$ cat src/rtl/rscf_pkg.sv
// Shared types, codes and the sequencer program for the redundant command framer.
// Depends on nothing; rscf_seq and the framer top level in rtl import it.
package rscf_pkg;

    // Host opcodes as carried in the command transaction
    localparam logic [2:0] OP_SET_SPEED   = 3'd0;
    localparam logic [2:0] OP_GET_SPEED   = 3'd1;
    localparam logic [2:0] OP_START       = 3'd2;
    localparam logic [2:0] OP_STOP        = 3'd3;
    localparam logic [2:0] OP_CLEAR_FAULT = 3'd4;
    localparam logic [2:0] OP_GET_FAULT   = 3'd5;
    localparam logic [2:0] OP_LINK        = 3'd6;
    // opcode value with no meaning; always refused
    localparam logic [2:0] OP_UNUSED      = 3'd7;

    // Result kinds
    localparam logic [1:0] KIND_SEND   = 2'd0;
    localparam logic [1:0] KIND_REPLY  = 2'd1;
    localparam logic [1:0] KIND_REFUSE = 2'd2;

    // Configuration register indexes
    localparam int NUM_REGS = 8;
    localparam logic [2:0] REG_LOAD_A      = 3'd0;
    localparam logic [2:0] REG_LOAD_B      = 3'd1;
    localparam logic [2:0] REG_SPEED_RAMP  = 3'd2;
    localparam logic [2:0] REG_GET_SPEED   = 3'd3;
    localparam logic [2:0] REG_START       = 3'd4;
    localparam logic [2:0] REG_STOP        = 3'd5;
    localparam logic [2:0] REG_ACK_FAULTS  = 3'd6;
    localparam logic [2:0] REG_GET_FAULT   = 3'd7;

    localparam logic [7:0] DUMMY_BYTE = 8'h00;

    typedef struct packed {
        logic [2:0]         opcode;
        logic signed [15:0] speed_rpm;
        logic [15:0]        ramp_ms;
        logic [7:0]         link_byte;
    } cmd_item_t;

    typedef struct packed {
        logic [1:0]  out_kind;
        logic [7:0]  tx_byte;
        logic        tx_last;
        logic [15:0] reply_value;
    } rsp_item_t;

    // Datapath actions driven by one control word
    typedef enum logic [2:0] {
        ACT_NONE,
        ACT_START,
        ACT_SAMPLE,
        ACT_ADVANCE,
        ACT_EMIT_SEND,
        ACT_EMIT_REPLY,
        ACT_EMIT_REFUSE
    } act_t;

    // Jump conditions; jump taken to target, else fall through
    typedef enum logic [2:0] {
        COND_ALWAYS,
        COND_NO_CMD,
        COND_REFUSE,
        COND_LINK,
        COND_REP_MORE,
        COND_FRAME_MORE
    } cond_t;

    // Program steps (the step counter)
    typedef enum logic [3:0] {
        S_WAIT     = 4'd0,
        S_CHECK    = 4'd1,
        S_ROUTE    = 4'd2,
        S_START    = 4'd3,
        S_SAMPLE   = 4'd4,
        S_ADVANCE  = 4'd5,
        S_REPLY    = 4'd6,
        S_SEND     = 4'd7,
        S_REFUSE   = 4'd8
    } step_t;

    typedef struct packed {
        act_t  act;
        logic  emit;     // loads the result register; holds if full and stalled
        cond_t cond;
        step_t target;
    } uword_t;

    // Status from datapath to sequencer
    typedef struct packed {
        logic cmd_fire;
        logic refuse;
        logic is_link;
        logic rep_more;
        logic frame_more;
        logic out_free;
    } cond_flags_t;

    // Sequencer to datapath
    typedef struct packed {
        act_t act;
        logic at_wait;
    } seq_ctrl_t;

    // Microcode ROM
    function automatic uword_t ucode(step_t s);
        uword_t w;
        case (s)
            S_WAIT:    w = '{ACT_NONE,        1'b0, COND_NO_CMD,     S_WAIT};
            S_CHECK:   w = '{ACT_NONE,        1'b0, COND_REFUSE,     S_REFUSE};
            S_ROUTE:   w = '{ACT_NONE,        1'b0, COND_LINK,       S_SAMPLE};
            S_START:   w = '{ACT_START,       1'b0, COND_ALWAYS,     S_SEND};
            S_SAMPLE:  w = '{ACT_SAMPLE,      1'b0, COND_REP_MORE,   S_SEND};
            S_ADVANCE: w = '{ACT_ADVANCE,     1'b0, COND_FRAME_MORE, S_SEND};
            S_REPLY:   w = '{ACT_EMIT_REPLY,  1'b1, COND_ALWAYS,     S_WAIT};
            S_SEND:    w = '{ACT_EMIT_SEND,   1'b1, COND_ALWAYS,     S_WAIT};
            S_REFUSE:  w = '{ACT_EMIT_REFUSE, 1'b1, COND_ALWAYS,     S_WAIT};
            default:   w = '{ACT_NONE,        1'b0, COND_ALWAYS,     S_WAIT};
        endcase
        return w;
    endfunction

    // Link bytes in a frame, per command
    function automatic logic [2:0] frame_len(logic [2:0] cmd);
        logic [2:0] n;
        case (cmd)
            OP_SET_SPEED: n = 3'd7;
            OP_GET_SPEED,
            OP_GET_FAULT: n = 3'd3;
            default:      n = 3'd1;
        endcase
        return n;
    endfunction

endpackage

$ cat src/rtl/rscf_vote.sv
// Running majority vote over the repeated answers of one link byte.
// Depends on no package; REPEATS comes from the framer top level.
module rscf_vote
#(
    parameter int REPEATS = 8
) (
    input  logic                  clk,
    input  logic                  sample_en,
    input  logic [((REPEATS > 1) ? $clog2(REPEATS) : 1)-1:0] sample_idx,
    input  logic [7:0]            sample_byte,
    output logic [7:0]            best_byte
);
    localparam int IDX_W = (REPEATS > 1) ? $clog2(REPEATS) : 1;
    localparam int CNT_W = $clog2(REPEATS + 1);

    logic [7:0]       samp_reg [REPEATS];
    logic [7:0]       best_reg;
    logic [CNT_W-1:0] best_cnt_reg;
    logic [IDX_W-1:0] best_first_reg;

    logic [REPEATS-1:0] match;
    logic [CNT_W-1:0]   cnt_v;
    logic [IDX_W-1:0]   first_v;
    logic               take;

    // match against earlier answers of this byte only
    always_comb
    begin
        for (int j = 0; j < REPEATS; j++)
        begin
            match[j] = (IDX_W'(j) < sample_idx) && (samp_reg[j] == sample_byte);
        end
    end

    always_comb
    begin
        first_v = sample_idx;
        for (int j = REPEATS - 1; j >= 0; j--)
        begin
            if (match[j])
            begin
                first_v = IDX_W'(j);
            end
        end
    end

    assign cnt_v = CNT_W'($countones(match)) + CNT_W'(1);

    // new leader on a higher count, or on a tie with an earlier first arrival
    assign take = (sample_idx == '0) || (cnt_v > best_cnt_reg) ||
                  ((cnt_v == best_cnt_reg) && (sample_byte != best_reg) &&
                   (first_v < best_first_reg));

    always_ff @(posedge clk)
    begin
        if (sample_en)
        begin
            samp_reg[sample_idx] <= sample_byte;
            if (take)
            begin
                best_reg       <= sample_byte;
                best_cnt_reg   <= cnt_v;
                best_first_reg <= first_v;
            end
        end
    end

    assign best_byte = best_reg;

endmodule

$ cat src/rtl/rscf_seq.sv
// Microcode sequencer: step counter, control ROM lookup and conditional jumps.
// Depends on rscf_pkg for the program, control word and flag types.
module rscf_seq
    import rscf_pkg::*;
(
    input  logic        clk,
    input  logic        rst_n,
    input  cond_flags_t flags,
    output seq_ctrl_t   ctrl
);
    step_t  upc_reg;
    step_t  upc_next;
    uword_t uw;
    logic   hold;
    logic   jump;

    assign uw   = ucode(upc_reg);
    assign hold = uw.emit && !flags.out_free;

    always_comb
    begin
        case (uw.cond)
            COND_ALWAYS:     jump = 1'b1;
            COND_NO_CMD:     jump = !flags.cmd_fire;
            COND_REFUSE:     jump = flags.refuse;
            COND_LINK:       jump = flags.is_link;
            COND_REP_MORE:   jump = flags.rep_more;
            COND_FRAME_MORE: jump = flags.frame_more;
            default:         jump = 1'b1;
        endcase

        if (hold)
        begin
            upc_next = upc_reg;
        end
        else if (jump)
        begin
            upc_next = uw.target;
        end
        else
        begin
            upc_next = step_t'(upc_reg + 4'd1);
        end

        ctrl.act     = hold ? ACT_NONE : uw.act;
        ctrl.at_wait = (upc_reg == S_WAIT);
    end

    always_ff @(posedge clk or negedge rst_n)
    begin
        if (!rst_n)
        begin
            upc_reg <= S_WAIT;
        end
        else
        begin
            upc_reg <= upc_next;
        end
    end

endmodule

$ cat src/rtl/redundant_spi_command_framer.sv
// An accepted transaction is checked, then refused, or routed to the start and send steps
// for a command, or for a link byte to sample and send, or after its last repeat to
// advance and then send or reply. The next transaction is taken once the program is
// back at its wait step, even while the previous result sits stalled in the output register.
// Reset: rst_n asynchronous, clears control state, command byte registers and frame state.
// Top level of the redundant command framer; depends on rscf_pkg, rscf_seq, rscf_vote.
module redundant_spi_command_framer
    import rscf_pkg::*;
#(
    parameter int REPEATS = 8
) (
    input  logic       clk,
    input  logic       rst_n,
    // host command / link byte transactions
    input  logic       cmd_valid,
    output logic       cmd_stall,
    input  cmd_item_t  cmd,
    // results
    output logic       rsp_valid,
    input  logic       rsp_stall,
    output rsp_item_t  rsp,
    // configuration writes
    input  logic       cfg_valid,
    output logic       cfg_ready,
    input  logic [2:0] cfg_index,
    input  logic [7:0] cfg_data
);
    localparam int IDX_W = (REPEATS > 1) ? $clog2(REPEATS) : 1;
    localparam int REP_W = $clog2(REPEATS + 1);

    // command byte registers
    logic [7:0]  regs_reg [NUM_REGS];

    // latched transaction
    cmd_item_t   cmd_reg;
    logic        cmd_fire;

    // frame state
    logic        busy_reg;
    logic [2:0]  active_reg;
    logic [2:0]  pos_reg;
    logic [IDX_W-1:0] rep_reg;
    logic [15:0] speed_reg;
    logic [15:0] ramp_reg;
    logic [7:0]  reply_high_reg;
    logic [15:0] reply_word_reg;

    // result register
    logic        rsp_valid_reg;
    rsp_item_t   rsp_reg;

    cond_flags_t flags;
    seq_ctrl_t   ctrl;
    logic [7:0]  voted;
    logic [7:0]  send_byte;
    logic        send_last;
    logic [2:0]  len;
    logic        is_read;
    logic        out_free;

    rscf_seq u_seq (
        .clk   (clk),
        .rst_n (rst_n),
        .flags (flags),
        .ctrl  (ctrl)
    );

    rscf_vote #(
        .REPEATS (REPEATS)
    ) u_vote (
        .clk         (clk),
        .sample_en   (ctrl.act == ACT_SAMPLE),
        .sample_idx  (rep_reg),
        .sample_byte (cmd_reg.link_byte),
        .best_byte   (voted)
    );

    // Handshakes: commands only at the program's wait step, config always open
    assign cmd_stall = !ctrl.at_wait;
    assign cmd_fire  = cmd_valid && !cmd_stall;
    assign cfg_ready = 1'b1;
    assign out_free  = !rsp_valid_reg || !rsp_stall;

    assign len     = frame_len(active_reg);
    assign is_read = (active_reg == OP_GET_SPEED) || (active_reg == OP_GET_FAULT);

    // Sequencer status
    always_comb
    begin
        flags.cmd_fire   = cmd_fire;
        // command while busy, link byte while idle, or unused opcode
        flags.refuse     = (cmd_reg.opcode == OP_UNUSED) ||
                           ((cmd_reg.opcode == OP_LINK) && !busy_reg) ||
                           ((cmd_reg.opcode != OP_LINK) && busy_reg);
        flags.is_link    = (cmd_reg.opcode == OP_LINK);
        flags.rep_more   = (REP_W'(rep_reg) + REP_W'(1)) < REP_W'(REPEATS);
        flags.frame_more = ({1'b0, pos_reg} + 4'd1) < {1'b0, len};
        flags.out_free   = out_free;
    end

    // Byte to send at the current frame position; looked up at send time
    always_comb
    begin
        send_byte = DUMMY_BYTE;
        case (active_reg)
            OP_SET_SPEED:
            begin
                case (pos_reg)
                    3'd0:    send_byte = regs_reg[REG_LOAD_A];
                    3'd1:    send_byte = speed_reg[15:8];
                    3'd2:    send_byte = speed_reg[7:0];
                    3'd3:    send_byte = regs_reg[REG_LOAD_B];
                    3'd4:    send_byte = ramp_reg[15:8];
                    3'd5:    send_byte = ramp_reg[7:0];
                    default: send_byte = regs_reg[REG_SPEED_RAMP];
                endcase
            end
            OP_GET_SPEED:
                send_byte = (pos_reg == 3'd0) ? regs_reg[REG_GET_SPEED] : DUMMY_BYTE;
            OP_START:       send_byte = regs_reg[REG_START];
            OP_STOP:        send_byte = regs_reg[REG_STOP];
            OP_CLEAR_FAULT: send_byte = regs_reg[REG_ACK_FAULTS];
            OP_GET_FAULT:
                send_byte = (pos_reg == 3'd0) ? regs_reg[REG_GET_FAULT] : DUMMY_BYTE;
            default:        send_byte = DUMMY_BYTE;
        endcase
        send_last = ({1'b0, pos_reg} + 4'd1) == {1'b0, len};
    end

    // Configuration registers
    always_ff @(posedge clk or negedge rst_n)
    begin
        if (!rst_n)
        begin
            for (int i = 0; i < NUM_REGS; i++)
            begin
                regs_reg[i] <= 8'h00;
            end
        end
        else if (cfg_valid && cfg_ready)
        begin
            regs_reg[cfg_index] <= cfg_data;
        end
    end

    // Input latch
    always_ff @(posedge clk)
    begin
        if (cmd_fire)
        begin
            cmd_reg <= cmd;
        end
    end

    // Frame datapath
    always_ff @(posedge clk or negedge rst_n)
    begin
        if (!rst_n)
        begin
            busy_reg       <= 1'b0;
            active_reg     <= OP_SET_SPEED;
            pos_reg        <= 3'd0;
            rep_reg        <= '0;
            speed_reg      <= 16'h0000;
            ramp_reg       <= 16'h0000;
            reply_high_reg <= 8'h00;
            reply_word_reg <= 16'h0000;
        end
        else
        begin
            case (ctrl.act)
                ACT_START:
                begin
                    busy_reg       <= 1'b1;
                    active_reg     <= cmd_reg.opcode;
                    pos_reg        <= 3'd0;
                    rep_reg        <= '0;
                    reply_word_reg <= 16'h0000;
                    if (cmd_reg.opcode == OP_SET_SPEED)
                    begin
                        speed_reg <= cmd_reg.speed_rpm;
                        ramp_reg  <= cmd_reg.ramp_ms;
                    end
                end
                ACT_SAMPLE:
                begin
                    rep_reg <= flags.rep_more ? IDX_W'(REP_W'(rep_reg) + REP_W'(1)) : '0;
                end
                ACT_ADVANCE:
                begin
                    // voted word is complete here
                    if (is_read && (pos_reg == 3'd1))
                    begin
                        reply_high_reg <= voted;
                    end
                    if (is_read && (pos_reg == 3'd2))
                    begin
                        reply_word_reg <= {reply_high_reg, voted};
                    end
                    pos_reg  <= flags.frame_more ? (pos_reg + 3'd1) : 3'd0;
                    busy_reg <= flags.frame_more;
                end
                default:
                begin
                end
            endcase
        end
    end

    // Result register: loads on an emit step, drains on a taken transaction
    always_ff @(posedge clk or negedge rst_n)
    begin
        if (!rst_n)
        begin
            rsp_valid_reg <= 1'b0;
        end
        else if ((ctrl.act == ACT_EMIT_SEND) || (ctrl.act == ACT_EMIT_REPLY) ||
                 (ctrl.act == ACT_EMIT_REFUSE))
        begin
            rsp_valid_reg <= 1'b1;
        end
        else if (!rsp_stall)
        begin
            rsp_valid_reg <= 1'b0;
        end
    end

    always_ff @(posedge clk)
    begin
        case (ctrl.act)
            ACT_EMIT_SEND:   rsp_reg <= '{KIND_SEND, send_byte, send_last, 16'h0000};
            ACT_EMIT_REPLY:  rsp_reg <= '{KIND_REPLY, 8'h00, 1'b0, reply_word_reg};
            ACT_EMIT_REFUSE: rsp_reg <= '{KIND_REFUSE, 8'h00, 1'b0, 16'h0000};
            default:
            begin
            end
        endcase
    end

    assign rsp_valid = rsp_valid_reg;
    assign rsp       = rsp_reg;

    // an accepted transaction closes the command port until the program returns
    a_cmd_closes: assert property (@(posedge clk) disable iff (!rst_n)
        cmd_fire |=> cmd_stall)
        else $error("command port open right after a transaction");

    // frame position stays inside the active frame
    a_pos_in_frame: assert property (@(posedge clk) disable iff (!rst_n)
        busy_reg |-> ({1'b0, pos_reg} < {1'b0, len}))
        else $error("frame position past frame end");

    // idle means no partial frame or repeat count left behind
    a_idle_clean: assert property (@(posedge clk) disable iff (!rst_n)
        !busy_reg |-> (pos_reg == 3'd0) && (rep_reg == '0))
        else $error("leftover frame state while idle");

    // repeat counter never reaches REPEATS
    a_rep_range: assert property (@(posedge clk) disable iff (!rst_n)
        REP_W'(rep_reg) < REP_W'(REPEATS))
        else $error("repeat count out of range");

endmodule

$ cat config.mk
export PLATFORM = sky130hd
export DESIGN_NAME = redundant_spi_command_framer
export DESIGN_NICKNAME = d
export VERILOG_FILES = /design/src/rtl/rscf_pkg.sv /design/src/rtl/rscf_vote.sv /design/src/rtl/rscf_seq.sv /design/src/rtl/redundant_spi_command_framer.sv
export SDC_FILE = /design/constraint.sdc
export NUM_CORES = 1
export LEC_CHECK = 0
export ABC_AREA = 1
export BUFFER_PORTS_ARGS = -buffer_cell sky130_fd_sc_hd__buf_2
export CAP_MARGIN = 10
export CORE_ASPECT_RATIO = 1.5
export CORE_MARGIN = 10
export CORE_UTILIZATION = 50
export DETAILED_ROUTE_END_ITERATION = 8
export GPL_TIMING_DRIVEN = 1
export HOLD_SLACK_MARGIN = 0.15
export PLACE_DENSITY_LB_ADDON = 0.12
export SYNTH_ARGS = -nofsm -noshare
export SYNTH_HDL_FRONTEND = slang
export SYNTH_SLANG_ARGS = --single-unit
$ cat constraint.sdc
create_clock -name clk -period 6.3 [get_ports clk]
set_input_delay 0.63 -clock clk [delete_from_list [all_inputs] [get_ports clk]]
set_output_delay 0.63 -clock clk [all_outputs]
set_load 0.02 [all_outputs]
Word level (Yosys, flattened, before mapping)
Memories as Yosys holds them, arrays and structs flattened. Cells that the tools add are included.

$add $sub $neg: 12. $mul: 0. Divide/modulo/power cells: 0. Magnitude comparators: 14. Equal/unequal tests: 37. Shifts and indexed selects: 0. Multiplexer cells: 31. Bitwise logic cells: 1. Reduce and logical (&&, ||, !) cells: 44.

Operators with widths (count): 8-bit case mux with 6 select lines (2); 27-bit case mux with 3 select lines (1); 64-bit bitwise mux (1); 8-bit equality test (8); 3-bit equality test, second input constant (11); 3-bit 2-to-1 mux (11); 16-bit case mux with 2 select lines (1); 8-bit demux with 3-bit select (1); 3-bit by 2-bit equality test with 1-bit output, second input constant (8); 8-bit 2-to-1 mux (3); 3-bit case mux with 2 select lines (3); 1-bit logical AND (17); 16-bit 2-to-1 mux (1); 4-bit adder (3); 3-bit by 1-bit equality test with 1-bit output, second input constant (4); 3-bit zero test (4); 3-bit less-than comparator, first input constant (4); 1-bit by 1-bit adder with 2-bit output (4); 3-bit by 1-bit adder with 4-bit output, second input constant (2); 1-bit logical OR (8); 8-bit inequality test (1); 2-bit AND reduction (4); 1-bit zero test (6); 1-bit by 3-bit less-than comparator with 1-bit output, first input constant (2); 24 further kinds (29).

Register bits after elaboration: 220. Latch bits: 0. RAM bits: 64. ROM bits: 176. Bits of input ports: 59. Output and inout port bits: 30. Logic and storage cells: 170. Memories: 2.

Memory list: (name not given) (words 16, bits a word 11, read ports 1, clocked after memory_dff 0, write ports 0, RTL line rscf_pkg.sv:108) `case (s)`; u_vote.samp_reg (words 8, bits a word 8, read ports 8, clocked after memory_dff 0, write ports 1, RTL line rscf_vote.sv:16) `logic [7:0] samp_reg [REPEATS];`.

Logic depth before layout (Yosys ltp)
An unclocked memory read counts as a cell.

Word-level depth: 15. Depth in mapped cells: 20. Mapped depth without buffers: 19.

By module
Synthesis repeated with hierarchy kept, for this count alone.

Cell total of the unflattened synthesis: 1304. Area total of the unflattened synthesis: 12562.0 um^2.

By module, submodules not included: redundant_spi_command_framer (times used 1, cells each 890, area an instance 8396.8 um^2, sequential area each 5380.2 um^2); rscf_vote (times used 1, cells each 338, area an instance 3662.3 um^2, sequential area each 2132.0 um^2); rscf_seq (times used 1, cells each 76, area an instance 503.0 um^2, sequential area each 100.1 um^2).

Worst setup path after synthesis
OpenSTA, ideal clock, no wires.

Path kind: reg-to-reg. Start point: reg cmd_reg[1] in the netlist's numbering. End point: reg u_vote.best_reg[0], in the netlist u_vote.best_byte[0], enable pin. Library setup time: 392 ps. Data arrival time: 4538 ps. Data required time: 5908 ps. Setup slack: 1370 ps. Stages on the path, launching flop included: 20. Buffers on the path: 2. Period minus slack after synthesis: 4930 ps. Cell sequence: edfxtp_1 clkbuf_1 inv_1 clkbuf_1 nand2_1 nand2_1 nor4_1 o2111ai_1 nor3_1 ha_1 inv_1 ha_1 fa_1 fa_1 xor2_1 ha_1 nand4_1 nor3b_1 nand2_1 a21oi_1.

Elaborated cells between the ends (all ways): 41. Those cells by class: add/sub (8); order compare (2); eq/ne (10); mux (8); reduce/logical (13).

RTL lines: start: declaration (RTL line redundant_spi_command_framer.sv:35) `cmd_item_t cmd_reg;`; start signal: assignment (RTL line redundant_spi_command_framer.sv:151) `cmd_reg <= cmd;`; 8-bit equality test (RTL line rscf_vote.sv:31) `match[j] = (IDX_W'(j) < sample_idx) && (samp_reg[j] == sample_byte);`; 1-bit logical AND (RTL line rscf_vote.sv:31); 1-bit by 1-bit adder with 2-bit output (implied by the code) (RTL line rscf_vote.sv:47) `assign cnt_v = CNT_W'($countones(match)) + CNT_W'(1);`; 4-bit adder (implied by the code) (RTL line rscf_vote.sv:47); 4-bit adder (implied by the code) * (RTL line rscf_vote.sv:47); 4-bit by 2-bit adder with 4-bit output * (RTL line rscf_vote.sv:47); via u_vote.cnt_v[2] (RTL line rscf_vote.sv:22) `logic [CNT_W-1:0] cnt_v;`; parallel branches: the longest is 3 deep, another holds 4-bit greater-than comparator; 1-bit logical OR * (RTL line rscf_vote.sv:50) `assign take = (sample_idx == '0) || (cnt_v > best_cnt_reg) ||`; 2-bit AND reduction (no line) *; end signal: assignment (RTL line rscf_vote.sv:61) `best_reg <= sample_byte;`; end: declaration (RTL line rscf_vote.sv:17) `logic [7:0] best_reg;`.

Mark *: on every way through the listed nets, which the timed path passes. A chain may end at the register's enable or synchronous reset.

Worst setup path in the final report
Start point: reg cmd_reg[3] in the netlist's numbering. End point: reg u_vote.best_reg[3], in the netlist u_vote.best_byte[3], enable pin.

The elaborated chain is that of the path after synthesis.

==> impl_metrics.ini <==
[global_routing]
antenna_found_initial = 0
grt_pass1_wl_um = 45930
first_global_vias = 8648
overflow = 0
grt_usage_pct = 18.39
grt_max_degree = 75

[pwr]
cellLeakagePower_nw = 6.189
power-per-cell-area_nw_per_um2 = 422.1
p_int_mw = 3.884
pwr-share-seq_pct = 44.6
clkPwrFrac_pct = 27.0
power.switching_mw = 2.055
combPwrFrac_pct = 28.3
swShare_pct = 34.61
peakVddDrop_mv = 0.2447

[critical_path]
worstPathArrival_ns = 5.46
path_buf_inv = 3
cp-start-kind = flip-flop
cp_data_required_time_ns = 6.54
slowest_delay_ns = 0.73
worstSetupEndpointType = flip-flop
path_class = reg2reg
crit_fanout = 15
cpMostUsedCell = ha_1
crit_family = adder cells
crit_chain = inv_1 > nand2_1 > nand3_1 > nor4_1 > o2111ai_1 > nor3_1 > ha_1 > inv_1 > ha_1 > fa_1 > fa_1 > xor2_1 > ha_1 > nand4_1 > nor3b_1 > nand2_1 > a21oi_1 > buf_4
slowest_stage = edfxtp_1

[place]
gp_congestion = 0.8795
dpl.hpwl_um = 21330
placedCellCount = 1573
placed_cell_area_um2 = 13190
port_buffers = 87

[logic_synthesis]
synthDistinctLibCells = 48
post-synth-top-area-cell = edfxtp_1
synth_area_um2 = 12380
ys_top_cells_by_count = 215 x nand2_1, 166 x inv_1, 141 x edfxtp_1
syn-mean-instance-area_um2 = 10.49
synth_edf_count = 141
dominantRegCellSynth = edfxtp_1
synth_warnings = 0
yosysMostFrequentCell = nand2_1
synthCells = 1180
ys_ff_latch = 276
postSynthNetCount = 1265
yosysSeqAreaShare_pct = 61.47
synth_top_area_share_pct = 34.19
async_reset_ff_share_pct = 48.91
ys_top_cells_by_area = edfxtp_1 34%, dfrtp_1 27%, nand2_1 6.5%

[drt]
viasPerCell = 5.247
drt-total-wl_um = 29150
dr.pass1.iters = 5
via_count = 8510
drcViolationCount = 0
routedWlPerCell_um = 17.97
ant_nets = 0
drtIter0Drc = 570

[timing]
finalCritPeriodShare_pct = 82.82
setup_viol = 0
finalHoldViolations = 0
timing.setup.tns_ns = 0
finalCriticalPeriod_ns = 5.217
slew_viol_final = 0
slew_headroom_pct = 27.76
fmax_mhz = 191.7
fin_hold_ws_ns = 0.2583
rsz0062_at_grt = no
fin_worst_skew_ns = 0.01218
tightest_slew_ns = 1.080

[cells_and_area]
nets = 1363
drive_gt1_share_pct = 15.49
largest_reg_flops = 64
finish.instance_area_um2 = 14070
finalCoreUtilization_pct = 57.59
finish.cell_count_without_fillers = 1622
area_growth_pct = 13.64
n_antenna_cell = 0

[clocking]
clock-sinks = 276
clockBufferDepth = 3
clk_pin_slew_worst_paths_ns = 0.07
postCtsSetupRepairBufs = 0
cts_tree = yes
clock_latency_ns = 0.55
h-tree-depth = 1
root_buffer = clkbuf_16
cts_resized = 0
cts_buffers = 26

[floorplan]
dieHeight_um = 212.7
die-area_um2 = 31590
boundaryPins = 89
die_w_um = 148.5
start_util_pct = 50.68
num_rows = 70
design.core.area_um2 = 24440

[run_status]
status = finished clean

[run]
drv_cap = 0

[min_path]
hp-class = in2reg
## cell type report
type / instances / area (um2)
Clock buffer: 33 / 739.5
Inverter: 174 / 653.1
Timing Repair Buffer: 103 / 564.3
Fill cell: 2132 / 10360
Tap cell: 324 / 405.4
Multi-Input combinational cell: 697 / 3961
Clock inverter: 15 / 136.4
Sequential cell: 276 / 7612
## routing by layer
layer | up-vias | global-route usage (%) | share of wire, %
li1 | 4165 | - | -
met1 | 4095 | 19.89 | 38
met2 | 194 | 35.02 | 55
met3 | 56 | 2.077 | 3.0
met4 | 0 | 7.951 | 3.8
met5 | - | 0 | 0
## kinds of logic after synthesis
| logic type | Yosys count | share of synthesized area [%] |
|---|---|---|
| other | 1 | 0.03028 |
| DFF | 276 | 61.47 |
| AOI/OAI and AO/OA | 189 | 8.801 |
| muxes | 29 | 3.486 |
| and+or+nand+nor | 423 | 14.79 |
| xor gates and xnor gates | 29 | 2.051 |
| buffers and inverters | 207 | 6.558 |
| adders and majority gates | 26 | 2.809 |
## worst register-to-register path, delay by kind of cell (launching register included)
kind / cells / cell delay [ns]
flops: 1 / 0.73
simple gates: 7 / 1.02
fa+ha+maj: 5 / 1.67
buf+inv: 3 / 0.62
compound gates: 2 / 0.69
xor+xnor: 1 / 0.19
## metrics by stage
step                      setup WS (ns)  power (mW)
after floorplan                   1.370       3.786
after global placement            1.267       4.348
after CTS                         1.095       5.992
after detailed placement          1.152       4.376
final                             1.083       5.939
after global routing             0.7146       6.277
## layout by cell type, fill, tap and decap left out, drive strengths merged, types with 13 or more instances in the layout
cell type,instances
dfrtp,135
nand4,19
clkbuf,33
inv,174
mux2,29
buf,102
ha,23
nor2,97
edfxtp,141
xnor2,18
nand2,217
or2,13
nand3,52
a21oi,31
o21ai,106
## path summary, 6_finish.rpt
kind	endpoint	depth (start not counted)	from	slack (ns)
min in group asynchronous	regs_reg[7]	2	rst_n	0.64
setup reg to reg	u_vote.best_byte[3]	18	cmd_reg[3]	1.08
hold / removal	cmd_reg[21]	1	cmd[21]	0.26
hold reg to reg	speed_reg[7]	1	cmd_reg[31]	0.47
max in group asynchronous	speed_reg[5]	3	rst_n	4.28
setup / recovery	u_vote.best_byte[3]	18	cmd_reg[3]	1.08
## power groups by stage
stage          logic, mW  registers, mW  clock network (mW)
2_1_floorplan       1.14           2.64                   0
3_3_place_gp        1.67           2.68                   0
3_5_place_dp        1.69           2.68                   0
4_1_cts             1.70           2.65                1.64
5_1_grt             1.87           2.69                1.71
6_report            1.68           2.65                1.61
## timing repair
item,CTS,global route
hold endpoints to repair,61,0
hold buffers,1,0
setup endpoints to repair,0,0
Power figures use the tool's default switching activity.
